===== src/hdl/dir_pkg.sv =====
// Package for the dense ID renumbering block: sizes, opcodes, cell control bundle.
`timescale 1ns / 1ps
`default_nettype none
package dir_pkg;

    localparam int TABLE_DEPTH = 256;
    localparam int IDX_W       = $clog2(TABLE_DEPTH);
    localparam int CNT_W       = $clog2(TABLE_DEPTH + 1);
    localparam int KEY_W       = 32;
    localparam int FUNC_W      = 3;

    typedef enum logic [FUNC_W-1:0] {
        FN_CLEAR   = 3'd0,
        FN_COLLECT = 3'd1,
        FN_NUMBER  = 3'd2,
        FN_REMAP   = 3'd3,
        FN_READ    = 3'd4
    } func_t;

    // Broadcast from the controller to every cell.
    typedef struct packed {
        logic             cmp;       // compare phase: latch lt / pick flags
        logic             rd;        // pick by position instead of by key
        logic             ins;       // insert: shift up and drop the new key in
        logic             num;       // renumber: value = position + 1
        logic [KEY_W-1:0] id;
        logic [IDX_W-1:0] rd_index;
        logic [CNT_W-1:0] count;
        logic [CNT_W-1:0] new_val;
    } cell_ctl_t;

endpackage
`default_nettype wire


===== src/hdl/dir_cell.sv =====
// One table cell: holds a key and its dense number, compares and shifts up on insert.
`timescale 1ns / 1ps
`default_nettype none
module dir_cell (
    input  wire logic                       clk,
    input  wire logic                       rst_n,
    input  wire dir_pkg::cell_ctl_t         ctl,
    input  wire logic [dir_pkg::IDX_W-1:0]  cell_idx,
    input  wire logic [dir_pkg::KEY_W-1:0]  left_key,
    input  wire logic [dir_pkg::CNT_W-1:0]  left_val,
    input  wire logic                       left_lt,
    output logic      [dir_pkg::KEY_W-1:0]  key,
    output logic      [dir_pkg::CNT_W-1:0]  val,
    output logic                            lt,
    output logic                            pick,
    output logic      [dir_pkg::KEY_W-1:0]  pick_key,
    output logic      [dir_pkg::CNT_W-1:0]  pick_val
);

    logic [dir_pkg::KEY_W-1:0] key_reg;
    logic [dir_pkg::CNT_W-1:0] val_reg;
    logic                      lt_reg;
    logic                      pick_reg;
    logic                      valid;

    // Entry is live when its position is below the fill count.
    assign valid = ({1'b0, cell_idx} < ctl.count);

    always_ff @(posedge clk or negedge rst_n)
    begin
        if (!rst_n)
        begin
            lt_reg   <= 1'b0;
            pick_reg <= 1'b0;
        end
        else if (ctl.cmp)
        begin
            lt_reg   <= valid && (key_reg < ctl.id);
            pick_reg <= ctl.rd ? (valid && (cell_idx == ctl.rd_index))
                               : (valid && (key_reg == ctl.id));
        end
    end

    // Payload: no reset.
    always_ff @(posedge clk)
    begin
        if (ctl.ins && !lt_reg)
        begin
            if (left_lt)
            begin
                key_reg <= ctl.id;
                val_reg <= ctl.new_val;
            end
            else
            begin
                key_reg <= left_key;
                val_reg <= left_val;
            end
        end
        else if (ctl.num)
        begin
            val_reg <= {1'b0, cell_idx} + dir_pkg::CNT_W'(1);
        end
    end

    assign key      = key_reg;
    assign val      = val_reg;
    assign lt       = lt_reg;
    assign pick     = pick_reg;
    assign pick_key = pick_reg ? key_reg : '0;
    assign pick_val = pick_reg ? val_reg : '0;

endmodule
`default_nettype wire


===== config.mk =====
export PLATFORM = sky130hd
export DESIGN_NAME = dir_cell
export DESIGN_NICKNAME = d
export VERILOG_FILES = /design/src/hdl/dir_pkg.sv /design/src/hdl/dir_cell.sv
export SDC_FILE = /design/constraint.sdc
export NUM_CORES = 1
export LEC_CHECK = 0
export BUFFER_PORTS_ARGS = -buffer_cell sky130_fd_sc_hd__buf_2
export CORE_UTILIZATION = 48
export CTS_BUF_LIST = sky130_fd_sc_hd__clkbuf_4 sky130_fd_sc_hd__clkbuf_8 sky130_fd_sc_hd__clkbuf_16
export CTS_CLUSTER_SIZE = 25
export DETAILED_ROUTE_END_ITERATION = 8
export PLACE_DENSITY = 0.94
export SYNTH_ARGS = -nofsm -noshare
export SYNTH_HDL_FRONTEND = slang
export SYNTH_SLANG_ARGS = --single-unit

===== constraint.sdc =====
create_clock -name clk -period 7.3 [get_ports clk]
set_clock_uncertainty 0.1 [all_clocks]
set_input_delay 2.19 -clock clk [delete_from_list [all_inputs] [get_ports clk]]
set_output_delay 2.19 -clock clk [all_outputs]
set_load 0.01 [all_outputs]

==> results.md <==
- Crit Path Max Fanout: 42
- Total power: between 0.6 and 0.7 mW
- Sw power: about 0.20 mW
- Critical path startpoint: pick
- Dominant synthesized flop cell: edfxtp_1
- Io pins: a little under 200
- FF-to-FF setup slack: between 5000 and 6000 ps
- DP HPWL: just over 7000 um
- Row Count: 30
- Outcome: finished clean
- Req. time, crit path: 5010 ps
- Reg2reg start: lt
- Pin count of the biggest net entering global routing: 43
- Fin. Hold Viols: 0
- CTS tree: built
- DR DRC count: 0
- Post-CTS sizing: 0
- RSZ-0062 raised after global routing: false
- Worst Setup Path Type: register to primary output
- Peak VDD IR: a little under 0.00008 V
- Combinational Power Share: roughly 28%
- Final period util: about 57%
- Int Pwr: 0.4657 mW
- Final setup viols: 0
- Number of synthesis warnings: 0
- Drt total wl: 8747 um
- Max reg flops: 32
- Worst slew pin tran: 1139 ps
- Worst Path Arrival: roughly 1900 ps
- Root Buffer: clkbuf_8
- Die area: 7314 sq um
- Worst hold path type: register to register
- Reg power frac: about half
- Pins Over Slew Limit: 0
- Max Freq: approximately 0.24 GHz
- Initial Utilization: roughly 50%
- Clk network pwr share: 23.7%
- Layout cell share with drive strength beyond 1: ~46%
- Gr usage total: approximately a quarter
- TritonCTS buffer count: 5
- Nets: just under 700
- Core ar.: about 6800 sq um
- Remaining global-route overflow: 0
- Vias/cell: 5.145
- Netlist cell types: 35
- Post-Syn Area per Cell: between 10 and 15 sq um
- DRT Pass-1 Iters: 4
- Die X-Extent: 85.52 um
- Clk_lat worst skew: 290 ps
- Via count: 3,128
- Switching Fraction: a little under 30%
- Crit start category: register
- Avg WL per Cell: around 14 um
- Post-synth EDFFs: 41
- Final min period: between 4000 and 5000 ps
- Pwr Density: between 100 and 150 nW/um^2
- Crit end category: primary output
- Async SR Flop Fraction: roughly 4.7%
- #FFs+latches synth: 43
- Post-CTS Hold Fix Bufs: 0
- First DRT Iteration DRCs: just over 60
- Cells after synthesis: around 330
- Maxcap violations: 0
- TNS Setup: 0 ps
- Post-CTS Setup Repair Bufs: 0
- Hold path startpoint: lt
- Sequential share of the synthesized area: between 30% and 40%
- IO buf count: about 200
- Slew headroom: between 20% and 30%
- Clock transition at path regs: 80 ps
- Post-Syn Nets: between 400 and 500
- Layout area overhead: 34.12%
- First-pass GRT wire length: approximately 14,000 um
- Initial antenna violation count: 0
- Clock buffer depth: 2
- Cell leakage power: approximately 2.4 nW
- Netlist Area Pre-Place: between 3000 and 4000 sq um
- Number of global-route vias before repair: 3,100
- Antenna cells: 0
- Antenna-violating nets left: 0
- H-tree lvl count: 2
- Fillers: roughly 550
- Placer congestion estimate: slightly below 0.8
- Clock Sinks: 43
- Die height: 85.52 um
## path summary, 6_finish.rpt
kind / endpoint / cells after the start
min reg2reg: lt / 2
max in group asynchronous: lt / 1
max reg2reg: val[6] / 3
max: pick_key[0] / 3
min: lt / 2
min in group asynchronous: pick / 1
## layout make-up
cell class	instances	area [sq um]	share of cell area, %
clock buffers	7	83.83	1.867
clock inverters	1	5.005	0.1115
inverters	45	168.9	3.761
multi-input cells	234	1858	41.38
flip-flops and latches	43	1281	28.53
well taps	80	100.1	2.229
repair buffers	198	993.5	22.12
## critical path: stages, from the launching register on
cell and delay [ps]:
dfrtp_1 1100, inv_1 160, nor2_1 150, buf_2 150
## layer usage
metal / track usage [%] / up-vias / wire length, um
met5: 0 / - / 0
met4: 6.061 / 0 / 95
met3: 3.465 / 12 / 373
met2: 46.11 / 121 / 4730
met1: 27.08 / 1443 / 3548
li1: - / 1552 / -
## power by group through the flow
stage / clock network, mW / logic (mW) / registers [mW]
CTS: 0.159 / 0.187 / 0.320
global placement: 0 / 0.178 / 0.324
floorplan: 0 / 0.0919 / 0.334
finish: 0.157 / 0.185 / 0.320
global route: 0.168 / 0.208 / 0.323
detailed placement: 0 / 0.187 / 0.326
## per-stage QoR
step                util (%)  instances  area, sq um  setup WS [ps]  hold WS [ps]
global route           66.46        608         4491           3025         570.7
floorplan                  -        334         3348           3076         464.1
global placement       65.15        600         4402           3375         510.9
finish                 66.46        608         4491           3149         508.7
detailed placement     65.15        600         4402           3326         506.2
CTS                    66.46        608         4491           3177         521.9
## layout by cell type, fill, tap and decap left out, types with 5 or more instances in the layout
cell and count:
a21oi_1 22, and2_1 40, buf_2 197, clkbuf_8 5, edfxtp_1 41, ha_1 40
inv_1 45, mux2_2 33, mux2i_1 9, nand2_1 18, nand3_1 8, nand4_1 5
nor2_1 15, o21ai_0 7, xor2_1 11
## kinds of logic after synthesis
kind of cell    after synthesis  synth area share (%)
xor+xnor                     14                 3.662
buf+inv                      57                 6.465
simple gates                 96                 15.36
compound gates               42                 7.512
flops                        43                 38.27
fa+ha+maj                    40                 14.95
mux                          42                 13.79
## synthesized netlist by cell type, types with 2 or more instances
cell	count	area, sq um
inv_1	45	168.9
edfxtp_1	41	1231
and2_1	40	250.2
ha_1	40	500.5
mux2_2	33	371.6
a21oi_1	22	110.1
nand2_1	18	67.56
nor2_1	15	56.30
xor2_1	11	96.34
clkbuf_1	10	37.54
mux2i_1	9	90.09
nand3_1	8	40.04
o21ai_0	7	35.03
nand4_1	5	31.28
nor4_1	3	18.77
xnor2_1	3	26.28
a21o_1	2	15.01
buf_2	2	10.01
dfrtp_1	2	50.05
nand2b_1	2	12.51
nor2b_1	2	12.51
(Power assumes the default switching activity.)
